--- src/sv/crc8rf_pkg.sv ---
package crc8rf_pkg;

  // CRC-8 generator x^8+x^2+x+1, zero start value, no reflection.
  localparam logic [7:0] CrcPoly = 8'h07;
  localparam logic [7:0] CrcInit = 8'h00;
  localparam logic       RwReadBit = 1'b1;

  // Command codes carried with each input transaction.
  typedef enum logic {
    CMD_WRITE = 1'b0,
    CMD_READ  = 1'b1
  } crc8rf_cmd_t;

  // Input transaction payload.
  typedef struct packed {
    crc8rf_cmd_t command;
    logic [7:0]  reg_address;
    logic [7:0]  data_byte;
    logic [7:0]  crc_byte;
    logic        first_of_frame;
    logic        last_of_frame;
  } crc8rf_in_t;

  // Result transaction payload.
  typedef struct packed {
    logic [7:0] out_byte;
    logic       run_last;
    logic       crc_ok;
    logic       frame_ok;
    logic       frame_done;
  } crc8rf_out_t;

  // One accepted item, expanded into the bytes it will emit.
  typedef struct packed {
    logic [3:0][7:0] bytes;
    logic [1:0]      last_idx;
    logic            crc_ok;
    logic            frame_ok;
    logic            frame_done;
  } crc8rf_work_t;

  // Shift one byte through the CRC register, MSB first.
  function automatic logic [7:0] crc8_update(input logic [7:0] crc, input logic [7:0] b);
    logic [7:0] c;
    c = crc ^ b;
    for (int i = 0; i < 8; i++) begin
      if (c[7]) begin
        c = {c[6:0], 1'b0} ^ CrcPoly;
      end else begin
        c = {c[6:0], 1'b0};
      end
    end
    return c;
  endfunction

endpackage

--- src/sv/crc8_register_frame_codec_core.sv ---
// The first result of a transaction passes through the work register and then the output register.
// One result per cycle out of the single output register while out_stall is low; a read gives
// one result, a later write byte two and a first-of-frame write four results per item.
// Reset (rst_n low, synchronous): clears all valid flags, the frame error flag and the
// device address to zero.
module crc8_register_frame_codec_core
  import crc8rf_pkg::*;
(
  input  logic        clk,
  input  logic        rst_n,
  input  logic        in_valid,
  output logic        in_stall,
  input  crc8rf_in_t  in_data,
  output logic        out_valid,
  input  logic        out_stall,
  output crc8rf_out_t out_data,
  input  logic        cfg_wr_en,
  input  logic [6:0]  cfg_wr_data
);

  logic [6:0]   dev_addr_r;
  logic [7:0]   wr_crc_r;
  logic         frame_error_r;
  logic         frame_error_nxt;
  logic         work_vld_r;
  logic         work_vld_nxt;
  logic [1:0]   work_idx_r;
  logic [1:0]   work_idx_nxt;
  crc8rf_work_t work_r;
  crc8rf_work_t work_entry;
  logic         out_vld_r;
  logic         out_vld_nxt;
  crc8rf_out_t  out_r;
  logic         in_acc;
  logic         emit;
  logic         emit_last;

  // Configuration register, with the CRC of the write address kept alongside.
  always_ff @(posedge clk) begin
    if (!rst_n) begin
      dev_addr_r <= '0;
      wr_crc_r   <= CrcInit;
    end else if (cfg_wr_en) begin
      dev_addr_r <= cfg_wr_data;
      wr_crc_r   <= crc8_update(CrcInit, {cfg_wr_data, 1'b0});
    end
  end

  // Build the result bytes of the incoming item.
  crc8rf_frame_build u_build (
    .item            (in_data),
    .dev_addr        (dev_addr_r),
    .wr_crc          (wr_crc_r),
    .frame_error     (frame_error_r),
    .entry           (work_entry),
    .frame_error_nxt (frame_error_nxt)
  );

  // Handshake: the work register frees up as its last result moves out.
  assign emit      = work_vld_r && (!out_vld_r || !out_stall);
  assign emit_last = emit && (work_idx_r == work_r.last_idx);
  assign in_stall  = work_vld_r && !emit_last;
  assign in_acc    = in_valid && !in_stall;

  // Work register control.
  always_comb begin
    work_vld_nxt = work_vld_r;
    work_idx_nxt = work_idx_r;
    if (in_acc) begin
      work_vld_nxt = 1'b1;
      work_idx_nxt = '0;
    end else if (emit_last) begin
      work_vld_nxt = 1'b0;
    end else if (emit) begin
      work_idx_nxt = work_idx_r + 2'd1;
    end
  end

  // Output register control.
  assign out_vld_nxt = emit || (out_vld_r && out_stall);

  always_ff @(posedge clk) begin
    if (!rst_n) begin
      work_vld_r    <= 1'b0;
      work_idx_r    <= '0;
      out_vld_r     <= 1'b0;
      frame_error_r <= 1'b0;
    end else begin
      work_vld_r <= work_vld_nxt;
      work_idx_r <= work_idx_nxt;
      out_vld_r  <= out_vld_nxt;
      if (in_acc) begin
        frame_error_r <= frame_error_nxt;
      end
    end
  end

  // Payload registers.
  always_ff @(posedge clk) begin
    if (in_acc) begin
      work_r <= work_entry;
    end
    if (emit) begin
      out_r.out_byte   <= work_r.bytes[work_idx_r];
      out_r.run_last   <= (work_idx_r == work_r.last_idx);
      out_r.crc_ok     <= work_r.crc_ok;
      out_r.frame_ok   <= work_r.frame_ok;
      out_r.frame_done <= work_r.frame_done;
    end
  end

  assign out_valid = out_vld_r;
  assign out_data  = out_r;

  // The input is only held off while an item is still in the work register.
  a_stall_needs_work: assert property (@(posedge clk) disable iff (!rst_n)
    in_stall |-> work_vld_r)
    else $error("input stalled with empty work register");

  // The result index never runs past the item's last result.
  a_idx_in_range: assert property (@(posedge clk) disable iff (!rst_n)
    work_vld_r |-> (work_idx_r <= work_r.last_idx))
    else $error("result index beyond last result");

  // A failed CRC always shows up as a frame failure.
  a_crc_fail_frame: assert property (@(posedge clk) disable iff (!rst_n)
    (out_valid && !out_data.crc_ok) |-> !out_data.frame_ok)
    else $error("CRC failure without frame failure");

  // A transaction that is not the last of its item is followed by another result.
  a_run_continues: assert property (@(posedge clk) disable iff (!rst_n)
    (out_valid && !out_stall && !out_data.run_last) |=> out_valid)
    else $error("result run broken before its last transaction");

endmodule

--- src/sv/crc8rf_frame_build.sv ---
module crc8rf_frame_build
  import crc8rf_pkg::*;
(
  input  crc8rf_in_t   item,
  input  logic [6:0]   dev_addr,
  input  logic [7:0]   wr_crc,
  input  logic         frame_error,
  output crc8rf_work_t entry,
  output logic         frame_error_nxt
);

  logic [7:0] wr_addr;
  logic [7:0] rd_addr;
  logic [7:0] hdr_crc;
  logic [7:0] rd_hdr_crc;
  logic [7:0] wr_first_crc;
  logic [7:0] data_crc;
  logic [7:0] rd_crc;
  logic       rd_ok;
  logic       err_base;

  // Bus address bytes for both directions.
  assign wr_addr = {dev_addr, 1'b0};
  assign rd_addr = {dev_addr, RwReadBit};

  // The write address part of the header CRC arrives precomputed in wr_crc.
  assign hdr_crc      = crc8_update(wr_crc, item.reg_address);
  assign rd_hdr_crc   = crc8_update(hdr_crc, rd_addr);
  assign wr_first_crc = crc8_update(hdr_crc, item.data_byte);
  assign data_crc     = crc8_update(CrcInit, item.data_byte);
  assign rd_crc       = item.first_of_frame ? crc8_update(rd_hdr_crc, item.data_byte)
                                            : data_crc;
  assign rd_ok        = (rd_crc == item.crc_byte);

  // A new frame clears the sticky error before the item is checked.
  assign err_base = item.first_of_frame ? 1'b0 : frame_error;

  // Lay out the result bytes and flags for the command.
  always_comb begin
    entry            = '0;
    entry.frame_done = item.last_of_frame;
    frame_error_nxt  = err_base;
    unique case (item.command)
      CMD_WRITE: begin
        entry.crc_ok   = 1'b1;
        entry.frame_ok = 1'b1;
        if (item.first_of_frame) begin
          entry.bytes[0] = wr_addr;
          entry.bytes[1] = item.reg_address;
          entry.bytes[2] = item.data_byte;
          entry.bytes[3] = wr_first_crc;
          entry.last_idx = 2'd3;
        end else begin
          entry.bytes[0] = item.data_byte;
          entry.bytes[1] = data_crc;
          entry.last_idx = 2'd1;
        end
      end
      CMD_READ: begin
        frame_error_nxt = err_base | ~rd_ok;
        entry.bytes[0]  = item.data_byte;
        entry.last_idx  = 2'd0;
        entry.crc_ok    = rd_ok;
        entry.frame_ok  = ~(err_base | ~rd_ok);
      end
      default: begin
        entry.last_idx = 2'd0;
      end
    endcase
  end

endmodule

--- config.mk ---
export PLATFORM = sky130hd
export DESIGN_NAME = crc8_register_frame_codec_core
export DESIGN_NICKNAME = d
export VERILOG_FILES = /design/src/sv/crc8rf_pkg.sv /design/src/sv/crc8_register_frame_codec_core.sv /design/src/sv/crc8rf_frame_build.sv
export SDC_FILE = /design/constraint.sdc
export NUM_CORES = 1
export LEC_CHECK = 0
export BUFFER_PORTS_ARGS = -buffer_cell sky130_fd_sc_hd__buf_4
export CORE_MARGIN = 2
export CORE_UTILIZATION = 54
export DETAILED_ROUTE_END_ITERATION = 10
export PLACE_DENSITY = 0.75
export SETUP_SLACK_MARGIN = 0.2
export SYNTH_ARGS = -nofsm -noshare
export SYNTH_HDL_FRONTEND = slang
export SYNTH_HIERARCHICAL = 1
export SYNTH_SLANG_ARGS = --single-unit
--- constraint.sdc ---
create_clock -name clk -period 5.52 [get_ports clk]
set_input_delay 1.104 -clock clk [delete_from_list [all_inputs] [get_ports clk]]
set_output_delay 1.104 -clock clk [all_outputs]
set_load 0.01 [all_outputs]
==> results of run 1 <==
==> per-layer routing <==
| layer | track usage [%] | up-vias |
|---|---|---|
| met3 | 4.26 | 6 |
| met1 | 30.5 | 1202 |
| met5 | 0 | - |
| li1 | - | 1232 |
| met2 | 36.5 | 71 |
| met4 | 6.44 | 0 |
==> stage by stage <==
stage,utilization (%),setup slack (ns),total power [W]
2_1_floorplan,-,2.07,0.00114
3_3_place_gp,62.2,1.61,0.00128
3_5_place_dp,62.2,1.59,0.00128
4_1_cts,64.4,1.94,0.00162
5_1_grt,64.4,1.75,0.00171
6_report,64.4,1.93,0.00162
==> registers in the layout, indices dropped and copies added, names as in the netlist <==
signal         cells
dev_addr_r         7
frame_error_r      1
out_data          12
out_valid          1
work_idx_r         2
work_r            37
work_vld_r         1
wr_crc_r           8
==> where the power goes <==
group | switching (W) | internal (W)
Clock | 0.000185 | 0.000161
Combinational | 0.000305 | 0.000332
Sequential | 0.0000266 | 0.000608
Total | 0.000516 | 0.00110
==> final cells by class <==
type	count	area [sq um]
Fill cell	614	2600
Sequential cell	69	1870
Clock inverter	5	27.5
Clock buffer	11	131
Tap cell	99	124
Inverter	4	15.0
Multi-Input combinational cell	245	2120
Timing Repair Buffer	54	405
==> worst max-delay path by stage <==
stage	start	end	cells past startpoint	slack, ns
after floorplan	in_data[25]	frame_error_r$_SDFFE_PN0P_	10	2.07
after global placement	in_data[25]	frame_error_r$_SDFFE_PN0P_	10	1.61
after detailed placement	in_data[20]	frame_error_r$_SDFFE_PN0P_	11	1.59
after CTS	in_data[20]	frame_error_r$_SDFFE_PN0P_	11	1.94
after global routing	in_data[20]	frame_error_r$_SDFFE_PN0P_	11	1.75
final	in_data[20]	frame_error_r$_SDFFE_PN0P_	11	1.93
==> worst max-delay path: stages <==
cell	delay, ns
buf_4	0.12
xnor2_1	0.45
xor3_1	0.51
xor2_1	0.22
xnor2_1	0.26
and3_2	0.21
nor2_1	0.04
o31a_1	0.32
o31a_1	0.35
nand4_1	0.12
o21ai_1	0.08
==> placed cells by master (no fill, tap or decap), types with 2 or more instances in the layout <==
cell,Yosys,layout
nand2_1,29,29
o31a_1,2,2
o211a_1,3,3
mux2i_1,12,12
clkbuf_8,0,9
clkinv_2,0,2
xor3_1,3,3
nor3_1,4,4
buf_4,2,54
dfxtp_1,20,20
o21ai_1,3,3
inv_1,4,4
xor2_1,29,29
o21a_1,2,2
and2_1,10,10
clkbuf_1,10,2
a21oi_1,8,8
xnor3_1,5,5
mux4_2,8,8
edfxtp_1,49,49
nor2_1,23,23
and3_1,2,2
xnor2_2,6,6
nor2b_1,17,17
nand4_1,2,2
xnor2_1,62,62
==> logic make-up after synthesis <==
group	count (synthesis)	synth area share (%)
compound gates	24	4.45
xor+xnor	110	29.4
buf+inv	19	2.18
flops	69	45.9
mux	20	7.36
simple gates	91	10.7
==> impl_metrics.toml, run 1 <==
[outcome]
status = "complete, no violations"

[flow_run]
maxCapViolCount = 0

[critical_path]
reg2reg_slack_ns = 2.41
rr_endpoint = "frame_error_r$_SDFFE_PN0P_"
crit_type = "in -> reg"
startpoint_type = "primary input"
end_kind = "register"
cp_data_arrival_time_ns = 3.80
critical_path.max_fanout = 4
required_ns = 5.73
r2r_cells = 9
rr_startpoint = "wr_crc_r[7]$_SDFFE_PN0P_"

[placement]
placed_cell_area_sq_um = 4540
hpwl_mm = 6.58
place.gp.congestion = 0.859
dp.cells = 471
port_buffers = 52

[route]
drt-initial-drc-count = 133
wl_met3_um = 407
viasPerCell = 5.16
vias = 2511
wl_per_cell_um = 17.7
wl_mm = 8.60
routed-wl-met2_mm = 4.15
drt-met1-wl_mm = 3.92
drc = 0
drt-pass1-iter-count = 4
top_layer = "met4"
antenna_left = 0

[clocking]
clock-sinks = 69
cts_tree = "built"
postCtsSetupBuffers = 0
cts.clk_slew.worst_paths_ns = 0.07
clock-root-buffer = "clkbuf_8"
cts_hold_buf = 0
clock_latency_ns = 0.34
postCtsResizedCells = 0
cts_buffers = 9
htree_levels = 3
clock_path_buffers = 2

[finish]
synthToLayoutAreaGrowth_pct = 15.1
finalNetCount = 422
diodes = 0
drive_gt1_share_pct = 23.5
post-route-cell-area_sq_um = 4690
final_cell_count_no_fill = 487

[yosys]
synth_top_area_share_pct = 36.1
synth_top_area_cell = "edfxtp_1"
ys_seq_elements = 69
yosysWarnings = 6
avgSynthCellArea_sq_um = 12.3
synthTopCellsByArea = "edfxtp_1 36%, xnor2_1 13%, dfxtp_1 9.8%"
ys_top_cells_by_count = "62 x xnor2_1, 49 x edfxtp_1, 29 x nand2_1, 29 x xor2_1, 23 x nor2_1"
syn_area_sq_um = 4080
ys_async_sr_fraction_pct = 0
synth_edf_count = 49
ys.flop_type = "edfxtp_1"
yosysMostFrequentCell = "xnor2_1"
netlist_instances = 333
syn_nets = 372
synth.distinct_cells = 41
yosysSeqAreaShare_pct = 45.9

[floorplan]
dieArea_sq_um = 8270
rows = 31
initial_utilization_pct = 56.0
die_x_um = 90.9
core_area_sq_um = 7290
die_y_um = 90.9
io_pins = 53

[hold_path]
hold_path_end = "out_data[2]$_DFFE_PP_"
hold_depth = 0
hp-start = "work_r[2]$_DFFE_PP_"
hold_class = "reg -> reg"

[pwr]
irDropWorstVdd_mv = 0.205
p_leak_nw = 1.88
p_per_area_nw_per_um2 = 345

[global_route]
overflow = 0
grtUsageTotal_pct = 22.3
grt_start_max_net_pins = 39
grt_pass1_wl_mm = 13.8
grt_pass1_vias = 2578
antenna_found_initial = 0

[timing]
hold_viol = 0
rsz0062_at_grt = "false"
tightest_slew_ns = 0.788
max_slew_margin_pct = 47.4
finClkSkew_ns = 0.0106
maxSlewViolCount = 0
setup_viol = 0
post-route-min-period_ns = 3.59
fin_setup_tns_ns = 0
timing.final.crit_share_pct = 65.0
fin_hold_ws_ns = 0.434
fmax_mhz = 279
No activity file was read; power rests on OpenSTA's default activity.
==> run 2, diff against run 1 <==
Clock period 5.52 ns to 3.5 ns, I/O delays scaled along.
==> impl_metrics.toml, run 2 (synthesis gave the netlist of run 1 again) <==
[floorplan]
die_y_um = 90.9
core_area_sq_um = 7290
die_x_um = 90.9
initial_utilization_pct = 56.0
rows = 31
io_pins = 53
dieArea_sq_um = 8270

[timing]
tightest_slew_ns = 0.666
setup_viol = 0
timing.final.crit_share_pct = 85.2
fmax_mhz = 335
finClkSkew_ns = 0.0129
fin_setup_tns_ns = 0
maxSlewViolCount = 0
hold_viol = 0
max_slew_margin_pct = 55.5
rsz0062_at_grt = "false"
post-route-min-period_ns = 2.98

[hold_path]
hold_class = "reg -> reg"

[pwr]
sw_frac_of_total_pct = 32.4
pwr-share-seq_pct = 38.1
p_sw_w = 0.000846
p_leak_nw = 1.93
p_per_area_nw_per_um2 = 547
irDropWorstVdd_mv = 0.297
power_frac_clock_pct = 21.9
comb_power_share_pct = 39.9
p_int_w = 0.00176

[finish]
diodes = 0
synthToLayoutAreaGrowth_pct = 17.0
top_register = "work_r"
drive_gt1_share_pct = 25.7
layout_commonest_cell = "buf_4"
final_cell_mix = "63 x buf_4, 62 x xnor2_1, 49 x edfxtp_1"
finalNetCount = 431
final_cell_count_no_fill = 496
largest_reg_flops = 37

[route]
drc = 0
antenna_left = 0
wl_mm = 8.62
viasPerCell = 5.07
wl_per_cell_um = 17.4
vias = 2517
drt-pass1-iter-count = 4
drt-initial-drc-count = 129

[clocking]
cts_buffers = 9
postCtsResizedCells = 0
clock-root-buffer = "clkbuf_8"
cts_hold_buf = 0
postCtsSetupBuffers = 0
cts_tree = "built"
cts.clk_slew.worst_paths_ns = 0.07
htree_levels = 3
clock-sinks = 69
clock_path_buffers = 2
clock_latency_ns = 0.35

[critical_path]
cp_slowest_cell = "xnor3_1"
required_ns = 3.72
worstPathCellList = "buf_4 -> xor2_1 -> xnor3_1 -> xnor2_1 -> xnor3_1 -> xnor2_1 -> o31a_1 -> o31a_1 -> nand4_1 -> o21ai_1"
critical_path.max_fanout = 3
startpoint_type = "primary input"
cp_num_buf_inv = 1
crit_family = "XOR/XNOR gates"
cp_data_arrival_time_ns = 3.20
end_kind = "register"
cpPeakStageDelay_ns = 0.49
crit_type = "in -> reg"

[placement]
port_buffers = 52
dp.cells = 480
place.gp.congestion = 0.926
hpwl_mm = 6.73

[global_route]
antenna_found_initial = 0
grt_pass1_wl_mm = 13.5
grt_pass1_vias = 2532
overflow = 0
grt_start_max_net_pins = 39
grtUsageTotal_pct = 22.0

[outcome]
status = "complete, no violations"

[flow_run]
maxCapViolCount = 0
==> run 2: cell count changes in the layout (fill, tap and decap cells not counted) <==
cell	delta
inv_6	+2
clkinv_2	-2
clkinv_1	-1
buf_4	+9
clkbuf_1	-1
inv_4	+2
==> run 2: worst register-to-register path: stages (launching register included) <==
cell	delay [ns]
dfxtp_1	0.42
xor2_1	0.25
xnor3_1	0.49
xnor2_1	0.27
xnor3_1	0.49
xnor2_1	0.14
o31a_1	0.30
o31a_1	0.31
nand4_1	0.07
o21ai_1	0.06
==> run 2: stage by stage <==
step                      cell area (sq um)  setup slack (ns)  util [%]  power (W)  hold slack (ns)
after global placement                 4600             0.229      63.1    0.00205            0.405
after floorplan                        4080             0.455         -    0.00180            0.400
after detailed placement               4600             0.163      63.1    0.00205            0.409
after CTS                              4770             0.518      65.5    0.00262            0.426
after global routing                   4770             0.402      65.5    0.00273            0.455
final                                  4770             0.519      65.5    0.00261            0.425
==> run 2: per-layer routing <==
layer / GRT usage (%) / part of all wire [%] / vias to the layer above / wire length (um)
met5: 0 / 0 / - / 0
met2: 36.2 / 49 / 72 / 4190
met3: 4.76 / 5.5 / 7 / 473
li1: - / - / 1248 / -
met1: 29.2 / 45 / 1190 / 3860
met4: 6.82 / 1.2 / 0 / 101
==> run 2: worst paths after layout <==
path,start,to,slack [ns],cells past startpoint
worst max-delay path,in_data[25],frame_error_r$_SDFFE_PN0P_,0.52,10
worst min-delay path,work_r[2]$_DFFE_PP_,out_data[2]$_DFFE_PP_,0.43,0
worst max register to register,wr_crc_r[7]$_SDFFE_PN0P_,frame_error_r$_SDFFE_PN0P_,0.57,9
worst min register to register,work_r[2]$_DFFE_PP_,out_data[2]$_DFFE_PP_,0.43,0
==> run 2: layout make-up <==
| class | count | area, sq um |
|---|---|---|
| sequential | 69 | 1870 |
| timing repair buffer | 63 | 473 |
| clock buffer | 10 | 128 |
| tap | 99 | 124 |
| multi-input combinational | 245 | 2120 |
| inverter | 4 | 15.0 |
| clock inverter | 6 | 43.8 |
| fill | 606 | 2520 |
==> run 2: power by group through the flow <==
stage	Combinational, W	Clock (W)	Sequential (W)
2_1_floorplan	0.000799	0	0.00101
3_3_place_gp	0.00103	0	0.00101
3_5_place_dp	0.00103	0	0.00101
4_1_cts	0.00104	0.000584	0.000996
5_1_grt	0.00112	0.000615	0.00100
6_report	0.00104	0.000573	0.000995
